File: config.mk
export PLATFORM = sky130hd
export DESIGN_NAME = igfc_front_flat
export DESIGN_NICKNAME = d
export VERILOG_FILES = /design/src/rtl/igfc_pkg.sv /design/src/rtl/igfc_item_if.sv /design/src/rtl/igfc_front.sv /design/src/flat_wrapper.sv
export SDC_FILE = /design/constraint.sdc
export NUM_CORES = 1
export LEC_CHECK = 0
export BUFFER_PORTS_ARGS = -buffer_cell sky130_fd_sc_hd__buf_2
export CAP_MARGIN = 20
export CORE_UTILIZATION = 55
export CTS_CLUSTER_DIAMETER = 150
export DETAILED_ROUTE_END_ITERATION = 7
export GPL_ROUTABILITY_DRIVEN = 0
export PLACE_DENSITY = 0.78
export SETUP_SLACK_MARGIN = 0.4
export SYNTH_ARGS = -nofsm -noshare
export SYNTH_HDL_FRONTEND = slang
export SYNTH_SLANG_ARGS = --single-unit
File: constraint.sdc
create_clock -name clk -period 7.45 [get_ports clk]
set_input_delay 0.3725 -clock clk [delete_from_list [all_inputs] [get_ports clk]]
set_output_delay 0.3725 -clock clk [all_outputs]
set_load 0.03 [all_outputs]
File: src/rtl/igfc_pkg.sv
`timescale 1ns / 1ps
`default_nettype none

package igfc_pkg;

    localparam int FRAME_DEPTH = 256;
    localparam int CNT_W       = $clog2(FRAME_DEPTH + 1);
    localparam int LEN_W       = 9;
    localparam int PAY_FIRST   = 5;
    localparam int PAY_LAST    = 15;
    localparam int PAY_LEN     = PAY_LAST - PAY_FIRST + 1;
    localparam int PAY_IDX_W   = $clog2(PAY_LEN);
    localparam int MIN_FRAME   = 16;
    localparam int CFG_IDX_W   = 2;
    localparam int CFG_DATA_W  = 8;
    localparam int QUEUE_DEPTH = 2;

    localparam logic [7:0] IDLE_TICKS_RESET   = 8'd5;
    localparam logic [7:0] START_MARKER_RESET = 8'hAA;
    localparam logic [7:0] END_MARKER_RESET   = 8'h55;

    typedef enum logic [CFG_IDX_W-1:0] {
        CFG_IDLE_TICKS   = 2'd0,
        CFG_START_MARKER = 2'd1,
        CFG_END_MARKER   = 2'd2
    } cfg_idx_t;

    typedef enum logic {
        OP_BYTE = 1'b0,
        OP_TICK = 1'b1
    } opcode_t;

    typedef enum logic [2:0] {
        ST_OK        = 3'd0,
        ST_OVERFLOW  = 3'd1,
        ST_SHORT     = 3'd2,
        ST_BAD_START = 3'd3,
        ST_BAD_END   = 3'd4,
        ST_BAD_SUM   = 3'd5
    } status_t;

    typedef logic [PAY_LEN-1:0][7:0] pay_t;

    typedef struct packed {
        status_t            status;
        logic [LEN_W-1:0]   length;
        pay_t               pay;
    } close_rec_t;

endpackage

`default_nettype wire

File: src/rtl/igfc_item_if.sv
`timescale 1ns / 1ps
`default_nettype none

interface igfc_item_if;
    logic       valid;
    logic       ready;
    logic       opcode;
    logic [7:0] rx_byte;

    modport source (output valid, output opcode, output rx_byte, input ready);
    modport sink (input valid, input opcode, input rx_byte, output ready);
endinterface

`default_nettype wire

File: src/rtl/igfc_front.sv
`timescale 1ns / 1ps
`default_nettype none

module igfc_front
    import igfc_pkg::*;
(
    input  wire logic                  clk,
    input  wire logic                  rst_n,
    igfc_item_if.sink                  item,
    input  wire logic                  cfg_we,
    input  wire logic [CFG_IDX_W-1:0]  cfg_index,
    input  wire logic [CFG_DATA_W-1:0] cfg_data,
    input  wire logic                  q_full,
    output logic                       q_push,
    output close_rec_t                 q_rec
);

    logic [7:0]       idle_ticks_reg;
    logic [7:0]       start_marker_reg;
    logic [7:0]       end_marker_reg;

    logic [CNT_W-1:0] byte_count_reg, byte_count_next;
    logic [7:0]       idle_count_reg, idle_count_next;
    logic [7:0]       xor_reg, xor_next;
    logic [7:0]       first_reg, first_next;
    logic [7:0]       last_reg, last_next;
    logic             ovf_reg, ovf_next;
    pay_t             pend_reg, pend_next;

    logic                   accept;
    logic [7:0]             idle_inc;
    logic [PAY_IDX_W-1:0]   pay_idx;
    status_t                status;

    assign item.ready = !q_full;
    assign accept     = item.valid && item.ready;
    assign idle_inc   = (idle_count_reg == 8'hFF) ? idle_count_reg : idle_count_reg + 8'd1;
    assign pay_idx    = PAY_IDX_W'(byte_count_reg - CNT_W'(PAY_FIRST));

    // configuration
    always_ff @(posedge clk or negedge rst_n)
    begin
        if (!rst_n)
        begin
            idle_ticks_reg   <= IDLE_TICKS_RESET;
            start_marker_reg <= START_MARKER_RESET;
            end_marker_reg   <= END_MARKER_RESET;
        end
        else if (cfg_we)
        begin
            unique case (cfg_index)
                CFG_IDLE_TICKS:   idle_ticks_reg   <= cfg_data;
                CFG_START_MARKER: start_marker_reg <= cfg_data;
                CFG_END_MARKER:   end_marker_reg   <= cfg_data;
                default:          ;
            endcase
        end
    end

    // frame check, first failing test wins
    always_comb
    begin
        priority if (ovf_reg)
            status = ST_OVERFLOW;
        else if (byte_count_reg < CNT_W'(MIN_FRAME))
            status = ST_SHORT;
        else if (first_reg != start_marker_reg)
            status = ST_BAD_START;
        else if (last_reg != end_marker_reg)
            status = ST_BAD_END;
        else if ((xor_reg ^ last_reg) != 8'd0)
            status = ST_BAD_SUM;
        else
            status = ST_OK;
    end

    assign q_rec.status = status;
    assign q_rec.length = LEN_W'(byte_count_reg);
    assign q_rec.pay    = pend_reg;

    always_comb
    begin
        byte_count_next = byte_count_reg;
        idle_count_next = idle_count_reg;
        xor_next        = xor_reg;
        first_next      = first_reg;
        last_next       = last_reg;
        ovf_next        = ovf_reg;
        pend_next       = pend_reg;
        q_push          = 1'b0;
        if (accept)
        begin
            if (item.opcode == OP_BYTE)
            begin
                idle_count_next = 8'd0;
                if (byte_count_reg < CNT_W'(FRAME_DEPTH))
                begin
                    if (byte_count_reg == '0)
                        first_next = item.rx_byte;
                    if (byte_count_reg >= CNT_W'(PAY_FIRST)
                        && byte_count_reg <= CNT_W'(PAY_LAST))
                        pend_next[pay_idx] = item.rx_byte;
                    last_next       = item.rx_byte;
                    xor_next        = xor_reg ^ item.rx_byte;
                    byte_count_next = byte_count_reg + CNT_W'(1);
                end
                else
                begin
                    ovf_next = 1'b1;
                end
            end
            else if (byte_count_reg != '0)
            begin
                if (idle_inc >= idle_ticks_reg)
                begin
                    q_push          = 1'b1;
                    byte_count_next = '0;
                    idle_count_next = 8'd0;
                    xor_next        = 8'd0;
                    first_next      = 8'd0;
                    last_next       = 8'd0;
                    ovf_next        = 1'b0;
                    pend_next       = '0;
                end
                else
                begin
                    idle_count_next = idle_inc;
                end
            end
        end
    end

    always_ff @(posedge clk or negedge rst_n)
    begin
        if (!rst_n)
        begin
            byte_count_reg <= '0;
            idle_count_reg <= 8'd0;
            xor_reg        <= 8'd0;
            first_reg      <= 8'd0;
            last_reg       <= 8'd0;
            ovf_reg        <= 1'b0;
            pend_reg       <= '0;
        end
        else
        begin
            byte_count_reg <= byte_count_next;
            idle_count_reg <= idle_count_next;
            xor_reg        <= xor_next;
            first_reg      <= first_next;
            last_reg       <= last_next;
            ovf_reg        <= ovf_next;
            pend_reg       <= pend_next;
        end
    end

`ifndef NO_ASSERTIONS
    a_push_on_tick: assert property (@(posedge clk) disable iff (!rst_n)
        q_push |-> accept && item.opcode == OP_TICK && byte_count_reg != '0)
        else $error("close without an accepted tick on an open frame");
    a_clear_after_push: assert property (@(posedge clk) disable iff (!rst_n)
        q_push |=> byte_count_reg == '0 && !ovf_reg)
        else $error("frame state not cleared after close");
    a_count_bound: assert property (@(posedge clk) disable iff (!rst_n)
        byte_count_reg <= CNT_W'(FRAME_DEPTH))
        else $error("byte count beyond frame depth");
`endif

endmodule

`default_nettype wire

File: src/flat_wrapper.sv
// flat-port wrapper written by rule: the top's interface ports become plain ports
module igfc_front_flat import igfc_pkg::*;
  (clk, rst_n, cfg_we, cfg_index, cfg_data, q_full, q_push, q_rec, item_valid, item_opcode, item_rx_byte, item_ready);
  igfc_item_if item_i ();
  input  wire logic clk;
  input  wire logic rst_n;
  input  wire logic cfg_we;
  input  wire logic [CFG_IDX_W-1:0] cfg_index;
  input  wire logic [CFG_DATA_W-1:0] cfg_data;
  input  wire logic q_full;
  output logic q_push;
  output close_rec_t q_rec;
  input wire logic [$bits(item_i.valid)-1:0] item_valid;
  input wire logic [$bits(item_i.opcode)-1:0] item_opcode;
  input wire logic [$bits(item_i.rx_byte)-1:0] item_rx_byte;
  output wire logic [$bits(item_i.ready)-1:0] item_ready;
  assign item_i.valid = item_valid;
  assign item_i.opcode = item_opcode;
  assign item_i.rx_byte = item_rx_byte;
  assign item_ready = item_i.ready;
  igfc_front u_core (.clk(clk), .rst_n(rst_n), .item(item_i), .cfg_we(cfg_we), .cfg_index(cfg_index), .cfg_data(cfg_data), .q_full(q_full), .q_push(q_push), .q_rec(q_rec));
endmodule
==> results.toml, run 1 <==
[floorplanning]
core-area_um2 = 14100
die_x_um = 123
ioPinCount = 126
die_area_um2 = 15200
dieHeight_um = 123
num_rows = 43
floorplan.initialDensity_pct = 57.4

[synthesis]
seq_area_frac_synth_pct = 47.8
synth_top_family_by_area = "compound AO/OA/AOI/OAI gates"
ys_warn_count = 0
synthXorXnorAreaFrac_pct = 3.25
synth_compound_area_share_pct = 17.1
syn-instance-count = 732
async_reset_ff_share_pct = 100
ys_ff_latch = 154
synth_mux_area_share_pct = 10.5
syn-num-nets = 772
synth-edff-count = 0
synth_area_um2 = 8090
synth_cell_types = 53
ys.flop_type = "dfrtp_1"
synthAdderAreaFrac_pct = 2.47
synthSimpleGateAreaFrac_pct = 14.3
syn_area_per_cell_um2 = 11.1

[route]
firstDrtPassIters = 8
vias = 6314
drtIter0Drc = 579
viasPerCell = 6.14
drcViolationCount = 0
wl_per_cell_um = 19.3
ant_nets = 0
routed_wl_mm = 19.8

[clock_network]
cts_root_buf = "clkbuf_16"
cts_sinks = 154
postCtsHoldBufs = 1
worstSkewPairLatency_ps = 430
h-tree-depth = 4
clk_pin_slew_ps = 60
ctsResizeCount = 0
cts_max_path_buffers = 2
cts_tree = "built"
cts-buffers-inserted = 17
post_cts_buffers = 0

[finish]
final_common_cell = "dfrtp_1"
final_nets = 877
largest_register_ffs = 88
num_antenna_cells = 0
fillers = 1115
drive_above_1_share_pct = 26.0
final_cell_mix = "144 x dfrtp_1, 124 x buf_2, 65 x mux2i_1"
syn_to_final_growth_pct = 14.7

[sta]
worst_hold_slack_ps = 188
max_freq_ghz = 0.215
rsz0062_at_grt = "no"
period_share_pct = 62.4
layout_setup_ws_ps = 2800
finalSetupTns_ps = 0
hold_viol = 0
fin_worst_skew_ps = 9.23
slew_headroom_pct = 25.7
finalSetupViolCount = 0
worst_pin_slew_ps = 1110
period_needed_ps = 4650
slew_viol_final = 0

[power_and_ir_drop]
pwr-share-seq_pct = 45.1
power_leakage_nw = 3.86
powerDensity_nw_per_um2 = 251
ir_drop_v = 0.000185
power_switching_mw = 0.762
pwr-share-clk_pct = 32.7
fin_total_pwr_mw = 2.33
combinationalPowerShare_pct = 22.2
switching_share_pct = 32.7
intPower_mw = 1.57

[placement]
pre_cts_slack_ps = 2940
io_buffer_count = 125
dp_hpwl_mm = 13.3

[global_routing]
gr-usage-met2_pct = 44.2
track_usage_pct = 27.6
antenna_found_initial = 0
grt_max_degree = 119
grt-busiest-layer = "met2"
grt_pass1_vias = 6167
met1_usage_pct = 36.9
overflow = 0
grt_pass1_wl_mm = 31.9
gr-usage-met3_pct = 6.78

[run]
cap_violations = 0

[worst_setup_path]
end_kind = "flop"
crit_fanout = 24
cp.arrival_ps = 5010
critPathKind = "reg2reg"
start_kind = "flop"
worst_ep_required_time_ps = 7810
ff2ff_path_depth = 11

[worst_hold_path]
min_path_cells = 3
worst_hold_path_type = "in2reg"

[outcome]
status = "finished clean"
## per-layer routing
metal / routed length (um) / vias up
met1: 8510 / 3124
met5: 0 / -
met2: 9580 / 220
met4: 389 / 0
met3: 1330 / 40
li1: - / 2930
## power groups by stage
stage / clock (mW) / sequential [mW] / combinational (mW)
after floorplan: 0 / 1.10 / 0.325
after global placement: 0 / 1.05 / 0.491
after detailed placement: 0 / 1.06 / 0.512
after CTS: 0.770 / 1.05 / 0.518
after global routing: 0.808 / 1.07 / 0.566
final: 0.761 / 1.05 / 0.518
## critical path: stages, from the launching register on
cell and delay [ps]:
dfrtp_1 420, ha_1 250, nand2_1 140, nor3_2 530, o21ai_0 170, ha_1 320, nor2b_1 140, o211a_1 220
o311ai_2 850, nand2_1 370, nand3_1 860, mux2_2 300
## layout make-up
cell class	instances	area [um2]	share of cell area, %
inverter	21	78.8	0.849
multi-input combinational	505	3850	41.5
tap	180	225	2.42
clock inverter	12	77.6	0.835
clock buffer	19	433	4.66
timing repair buffer	138	752	8.10
sequential	154	3870	41.6
## Yosys cell counts, types with 6 or more instances
cell       count  area (um2)
inv_1         21        78.8
o2bb2ai_1     62         543
dfstp_2       10         263
xor2_1        20         175
nor3_1         9        45.0
nand2b_1      10        62.6
nor2_1        23        86.3
buf_2         22         110
nand3_1       50         250
ha_1          16         200
nor2_2         7        43.8
a2111oi_2      6        90.1
nand2_1       37         139
a22o_1         9        78.8
clkbuf_1      19        71.3
a21oi_1       12        60.1
buf_6          8        90.1
dfrtp_1      144        3600
xnor2_1       10        87.6
o21ai_0       16        80.1
nand3b_1      42         315
o211ai_1      40         300
mux2i_1       65         651
mux2_2        18         203
## metrics by stage
step / instances / area, um2 / utilization (%)
global placement: 996 / 8740 / 62.0
CTS: 1028 / 9260 / 65.7
floorplan: 732 / 8090 / -
global route: 1029 / 9290 / 65.9
finish: 1029 / 9290 / 65.9
detailed placement: 996 / 8740 / 62.0
## path summary, 6_finish.rpt
path,start,to,slack (ps)
setup / recovery,u_core.idle_count_reg[0],u_core.byte_count_reg[0],2800
max in group asynchronous,rst_n,u_core.end_marker_reg[4],5790
hold reg to reg,u_core.q_rec[79],u_core.q_rec[79],510
hold / removal,cfg_data[4],u_core.idle_ticks_reg[4],190
min in group asynchronous,rst_n,u_core.byte_count_reg[4],540
setup reg to reg,u_core.idle_count_reg[0],u_core.byte_count_reg[0],2800
## cell families (layout without fill, tap and decap cells)
logic type | Yosys count | after routing
xor+xnor | 30 | 30
buf+inv | 73 | 190
mux | 83 | 83
compound gates | 169 | 169
fa+ha+maj | 16 | 16
simple gates | 207 | 207
flops | 154 | 154
No activity file was read; power rests on OpenSTA's default activity.
==> inputs of run 2 (changes only) <==
--- a/config.mk
+++ b/config.mk
@@ -7,11 +7,11 @@
 export LEC_CHECK = 0
 export BUFFER_PORTS_ARGS = -buffer_cell sky130_fd_sc_hd__buf_2
 export CAP_MARGIN = 20
-export CORE_UTILIZATION = 55
+export CORE_UTILIZATION = 52
 export CTS_CLUSTER_DIAMETER = 150
 export DETAILED_ROUTE_END_ITERATION = 7
 export GPL_ROUTABILITY_DRIVEN = 0
-export PLACE_DENSITY = 0.78
+export PLACE_DENSITY = 0.77
 export SETUP_SLACK_MARGIN = 0.4
 export SYNTH_ARGS = -nofsm -noshare
 export SYNTH_HDL_FRONTEND = slang
==> constraint.sdc (replaced) <==
create_clock -name clk -period 3.9 [get_ports clk]
set_input_delay 0.195 -clock clk [delete_from_list [all_inputs] [get_ports clk]]
set_output_delay 0.195 -clock clk [all_outputs]
set_load 0.03 [all_outputs]
==> results.toml, run 2 (synthesis results as in run 1) <==
[route]
wl_per_cell_um = 19.0
wl_met2_mm = 9.29
vias = 6303
top_layer = "met4"
viasPerCell = 6.01
wl_met3_mm = 1.01
drtIter0Drc = 568
firstDrtPassIters = 6
wl_met1_mm = 9.27
routed_wl_mm = 19.9
ant_nets = 0
drcViolationCount = 0

[worst_setup_path]
end_kind = "output port"
worst_ep_required_time_ps = 3700
crit-reg2reg-launch = "u_core.byte_count_reg[0]"
worstReg2RegEnd = "u_core.q_rec[80]"
cp.arrival_ps = 3160
reg2reg_slack_ps = 560
start_kind = "flop"
crit_fanout = 10
ff2ff_path_depth = 11
critPathKind = "reg2out"

[global_routing]
overflow = 0
grt_pass1_vias = 5855
grt_max_degree = 118
track_usage_pct = 25.6
antenna_found_initial = 0
grt_pass1_wl_mm = 31.8

[floorplanning]
die_x_um = 127
ioPinCount = 126
num_rows = 45
core-area_um2 = 15200
floorplan.initialDensity_pct = 53.2
die_area_um2 = 16100
dieHeight_um = 127

[sta]
period_share_pct = 86.1
slew_headroom_pct = 24.6
fin_worst_skew_ps = 10.1
layout_setup_ws_ps = 542
worst_pin_slew_ps = 1130
slew_viol_final = 0
rsz0062_at_grt = "no"
finalSetupViolCount = 0
period_needed_ps = 3360
finalSetupTns_ps = 0
max_freq_ghz = 0.298
hold_viol = 0

[clock_network]
cts-buffers-inserted = 17
cts_tree = "built"
h-tree-depth = 4
cts_max_path_buffers = 2
cts_root_buf = "clkbuf_16"
worstSkewPairLatency_ps = 430
cts_sinks = 154
clk_pin_slew_ps = 60

[placement]
post_dp_cell_area_um2 = 8830
io_buffer_count = 125
dp_hpwl_mm = 13.1
pre_cts_slack_ps = 279
dp.cells = 1013

[power_and_ir_drop]
intPower_mw = 3.14
combinationalPowerShare_pct = 21.8
pwr-share-seq_pct = 43.6
power_switching_mw = 1.46
powerDensity_nw_per_um2 = 485
pwr-share-clk_pct = 34.7
switching_share_pct = 31.8
power_leakage_nw = 3.92
ir_drop_v = 0.000400

[finish]
largest_register_ffs = 88
final_common_cell = "dfrtp_1"
final_nets = 887
final_cell_mix = "143 x dfrtp_1, 124 x buf_2, 65 x mux2i_1"
syn_to_final_growth_pct = 17.3
num_antenna_cells = 0
fin_cells = 1048
drive_above_1_share_pct = 27.4
stdcell_area_um2 = 9490

[worst_hold_path]
min_path_cells = 3
worst_hold_path_type = "in2reg"
min_to = "u_core.idle_ticks_reg[2]"
hold_start = "cfg_data[2]"

[outcome]
status = "finished clean"

[run]
cap_violations = 0
## run 2: changes by cell type in the layout (fill, tap and decap cells not counted), moves of 2 or more
cell and change:
buf_4 +7, clkinv_2 -5, clkbuf_1 +3, nor2_2 -3, nor2_4 +3, buf_6 +2
bufinv_16 +2
## run 2: layer usage
metal / vias up / track usage (%)
li1: 2944 / -
met1: 3148 / 36.2
met2: 182 / 39.3
met3: 29 / 5.15
met4: 0 / 8.82
met5: - / 0
## run 2: worst max-delay path, stage by stage, from the launching register on
cell and delay (ps):
dfrtp_2 430, ha_4 170, nand2_2 90, nor3_2 200, buf_6 180, nor2_1 50
nor2_1 150, ha_1 260, a31oi_1 230, nor2b_2 90, o311ai_4 370, buf_6 190
a211oi_2 90, clkbuf_4 220
## run 2: worst max path at each step
stage	startpoint	endpoint	slack, ps	cells after the start
CTS	u_core.idle_count_reg[0]	q_push	300	13
finish	u_core.idle_count_reg[0]	q_push	540	13
global route	u_core.idle_count_reg[1]	q_push	400	13
detailed placement	u_core.idle_count_reg[0]	u_core.q_rec[82]	280	12
global placement	u_core.idle_count_reg[0]	u_core.q_rec[16]	430	12
floorplan	u_core.idle_count_reg[0]	u_core.ovf_reg	520	11
## run 2: power by group through the flow
stage,logic [mW],clock network [mW],registers [mW]
after floorplan,0.622,0,2.10
after CTS,0.988,1.61,2.00
final,1.00,1.60,2.01
after global placement,0.951,0,2.02
after detailed placement,0.978,0,2.03
after global routing,1.10,1.69,2.03
## run 2: layout make-up
class                   count  area [um2]
flip-flops and latches    154        3870
well taps                 188         235
repair buffers            148         827
clock buffers              22         444
multi-input cells         505        3920
inverters                  21        78.8
fillers                  1241        5710
clock inverters            10         121
## run 2: repair_timing
item / 4_1_cts / 5_1_grt
pin swaps: 0 / 1
gates resized for setup: 4 / 12
gates cloned: 0 / 1
hold buffers: 1 / 0
endpoints found under the hold margin: 95 / 0
endpoints found under the setup margin: 49 / 125
buffers inserted: 0 / 1
## run 2: through the flow
step	utilization [%]	hold slack [ps]	power, mW
3_5_place_dp	58.1	377	3.00
4_1_cts	62.0	17.4	4.61
5_1_grt	62.4	47.1	4.83
6_report	62.4	29.2	4.61
3_3_place_gp	58.1	373	2.97
2_1_floorplan	-	-101	2.72
==> inputs of run 3 (changes only) <==
==> constraint.sdc (replaced) <==
create_clock -name clk -period 3.9 [get_ports clk]
set_input_delay 0.39 -clock clk [delete_from_list [all_inputs] [get_ports clk]]
set_output_delay 0.39 -clock clk [all_outputs]
set_load 0.03 [all_outputs]
==> results.toml, run 3 (synthesis results as in run 1) <==
[finish]
regArea_um2 = 3870
multi_input_area_um2 = 3970
largest_register_ffs = 88
num_antenna_cells = 0
final_common_cell = "dfrtp_1"
fillers = 1241
drive_above_1_share_pct = 28.4
final_cell_mix = "143 x dfrtp_1, 127 x buf_2, 65 x mux2i_1"
final_nets = 892
syn_to_final_growth_pct = 18.4
post-route-util_pct = 63.0

[floorplanning]
die_area_um2 = 16100
dieHeight_um = 127
ioPinCount = 126
core-area_um2 = 15200
die_x_um = 127
num_rows = 45
floorplan.initialDensity_pct = 53.2

[clock_network]
worstSkewPairLatency_ps = 430
cts_sinks = 154
postCtsHoldBufs = 0
cts_tree = "built"
clk_pin_slew_ps = 60
cts-buffers-inserted = 17
h-tree-depth = 4
cts_root_buf = "clkbuf_16"
cts_max_path_buffers = 2

[worst_setup_path]
end_kind = "output port"
ff2ff_path_depth = 14
cp.depth = 11
crit_fanout = 7
cp.arrival_ps = 3030
cp_slowest_cell = "dfrtp_2"
critPathKind = "reg2out"
cp_slowest_stage_delay_ps = 420
worst_ep_required_time_ps = 3510
crit_path_end = "q_push"
crit-reg2reg-launch = "u_core.idle_count_reg[0]"
reg2reg_slack_ps = 500
start_kind = "flop"
startpoint = "u_core.idle_count_reg[0]"
worstReg2RegEnd = "u_core.q_rec[81]"
critPathBufInv = 3
crit_family = "simple AND/OR/NAND/NOR gates"
path_cells = "buf_4 > nand3_1 > nor3_1 > nand3_1 > o21a_1 > ha_1 > and3_1 > o311ai_2 > buf_6 > a211oi_4 > buf_4"

[global_routing]
overflow = 0
grt_pass1_wl_mm = 31.3
antenna_found_initial = 0
grt_max_degree = 111
track_usage_pct = 25.1
grt_pass1_vias = 5907

[route]
wl_per_cell_um = 19.0
wl_met3_mm = 1.09
wl_met1_mm = 9.08
vias = 6360
wl_met2_mm = 9.56
viasPerCell = 6.04
top_layer = "met4"
routed_wl_mm = 20.0
ant_nets = 0
drcViolationCount = 0
firstDrtPassIters = 5
drtIter0Drc = 419

[sta]
layout_setup_ws_ps = 477
slew_viol_final = 0
finalSetupTns_ps = 0
period_needed_ps = 3420
worst_pin_slew_ps = 1020
period_share_pct = 87.8
max_freq_ghz = 0.292
hold_viol = 0
slew_headroom_pct = 31.8
finalSetupViolCount = 0
rsz0062_at_grt = "no"
fin_worst_skew_ps = 12.3

[run]
cap_violations = 0

[placement]
pre_cts_slack_ps = 226
io_buffer_count = 125
dp_hpwl_mm = 12.9

[power_and_ir_drop]
powerDensity_nw_per_um2 = 482
power_leakage_nw = 3.97
fin_total_pwr_mw = 4.62
ir_drop_v = 0.000346

[outcome]
status = "finished clean"

[worst_hold_path]
worst_hold_path_type = "in2async"
==> run 3: layout make-up <==
| class | count | area share, % |
|---|---|---|
| multi-input cells | 505 | 41.4 |
| clock inverters | 11 | 1.15 |
| repair buffers | 153 | 9.09 |
| inverters | 21 | 0.823 |
| clock buffers | 21 | 4.70 |
| flip-flops and latches | 154 | 40.4 |
| well taps | 188 | 2.45 |
==> run 3: power by group <==
group | internal (mW) | total, mW | switching (mW)
clock network | 0.905 | 1.59 | 0.683
registers | 1.80 | 2.01 | 0.205
logic | 0.405 | 1.02 | 0.618
==> run 3: how the worst min path moves through the flow <==
stage / startpoint / end / depth (start not counted)
floorplan: rst_n / u_core.byte_count_reg[0] / 0
global placement: u_core.q_rec[78] / u_core.q_rec[78] / 1
detailed placement: u_core.q_rec[73] / u_core.q_rec[73] / 1
CTS: rst_n / u_core.q_rec[1] / 1
global route: rst_n / u_core.q_rec[0] / 1
finish: rst_n / u_core.q_rec[1] / 1
==> run 3: metal layers <==
metal	GRT usage [%]	up-vias
met3	6.16	24
met1	34.6	3159
met5	0	-
li1	-	2980
met2	39.4	197
met4	7.49	0
==> run 3: timing repair <==
action / 4_1_cts / 5_1_grt
gates cloned: 0 / 4
gates resized for setup: 5 / 21
pin swaps: 0 / 3
buffers inserted: 0 / 5
endpoints found under the setup margin: 49 / 125
==> run 3: through the flow <==
stage	area (um2)	std cells	hold slack [ps]
final	9580	1053	107
after global routing	9580	1053	191
after CTS	9420	1044	146
after detailed placement	8830	1012	493
after global placement	8830	1012	490
after floorplan	8090	732	94.4
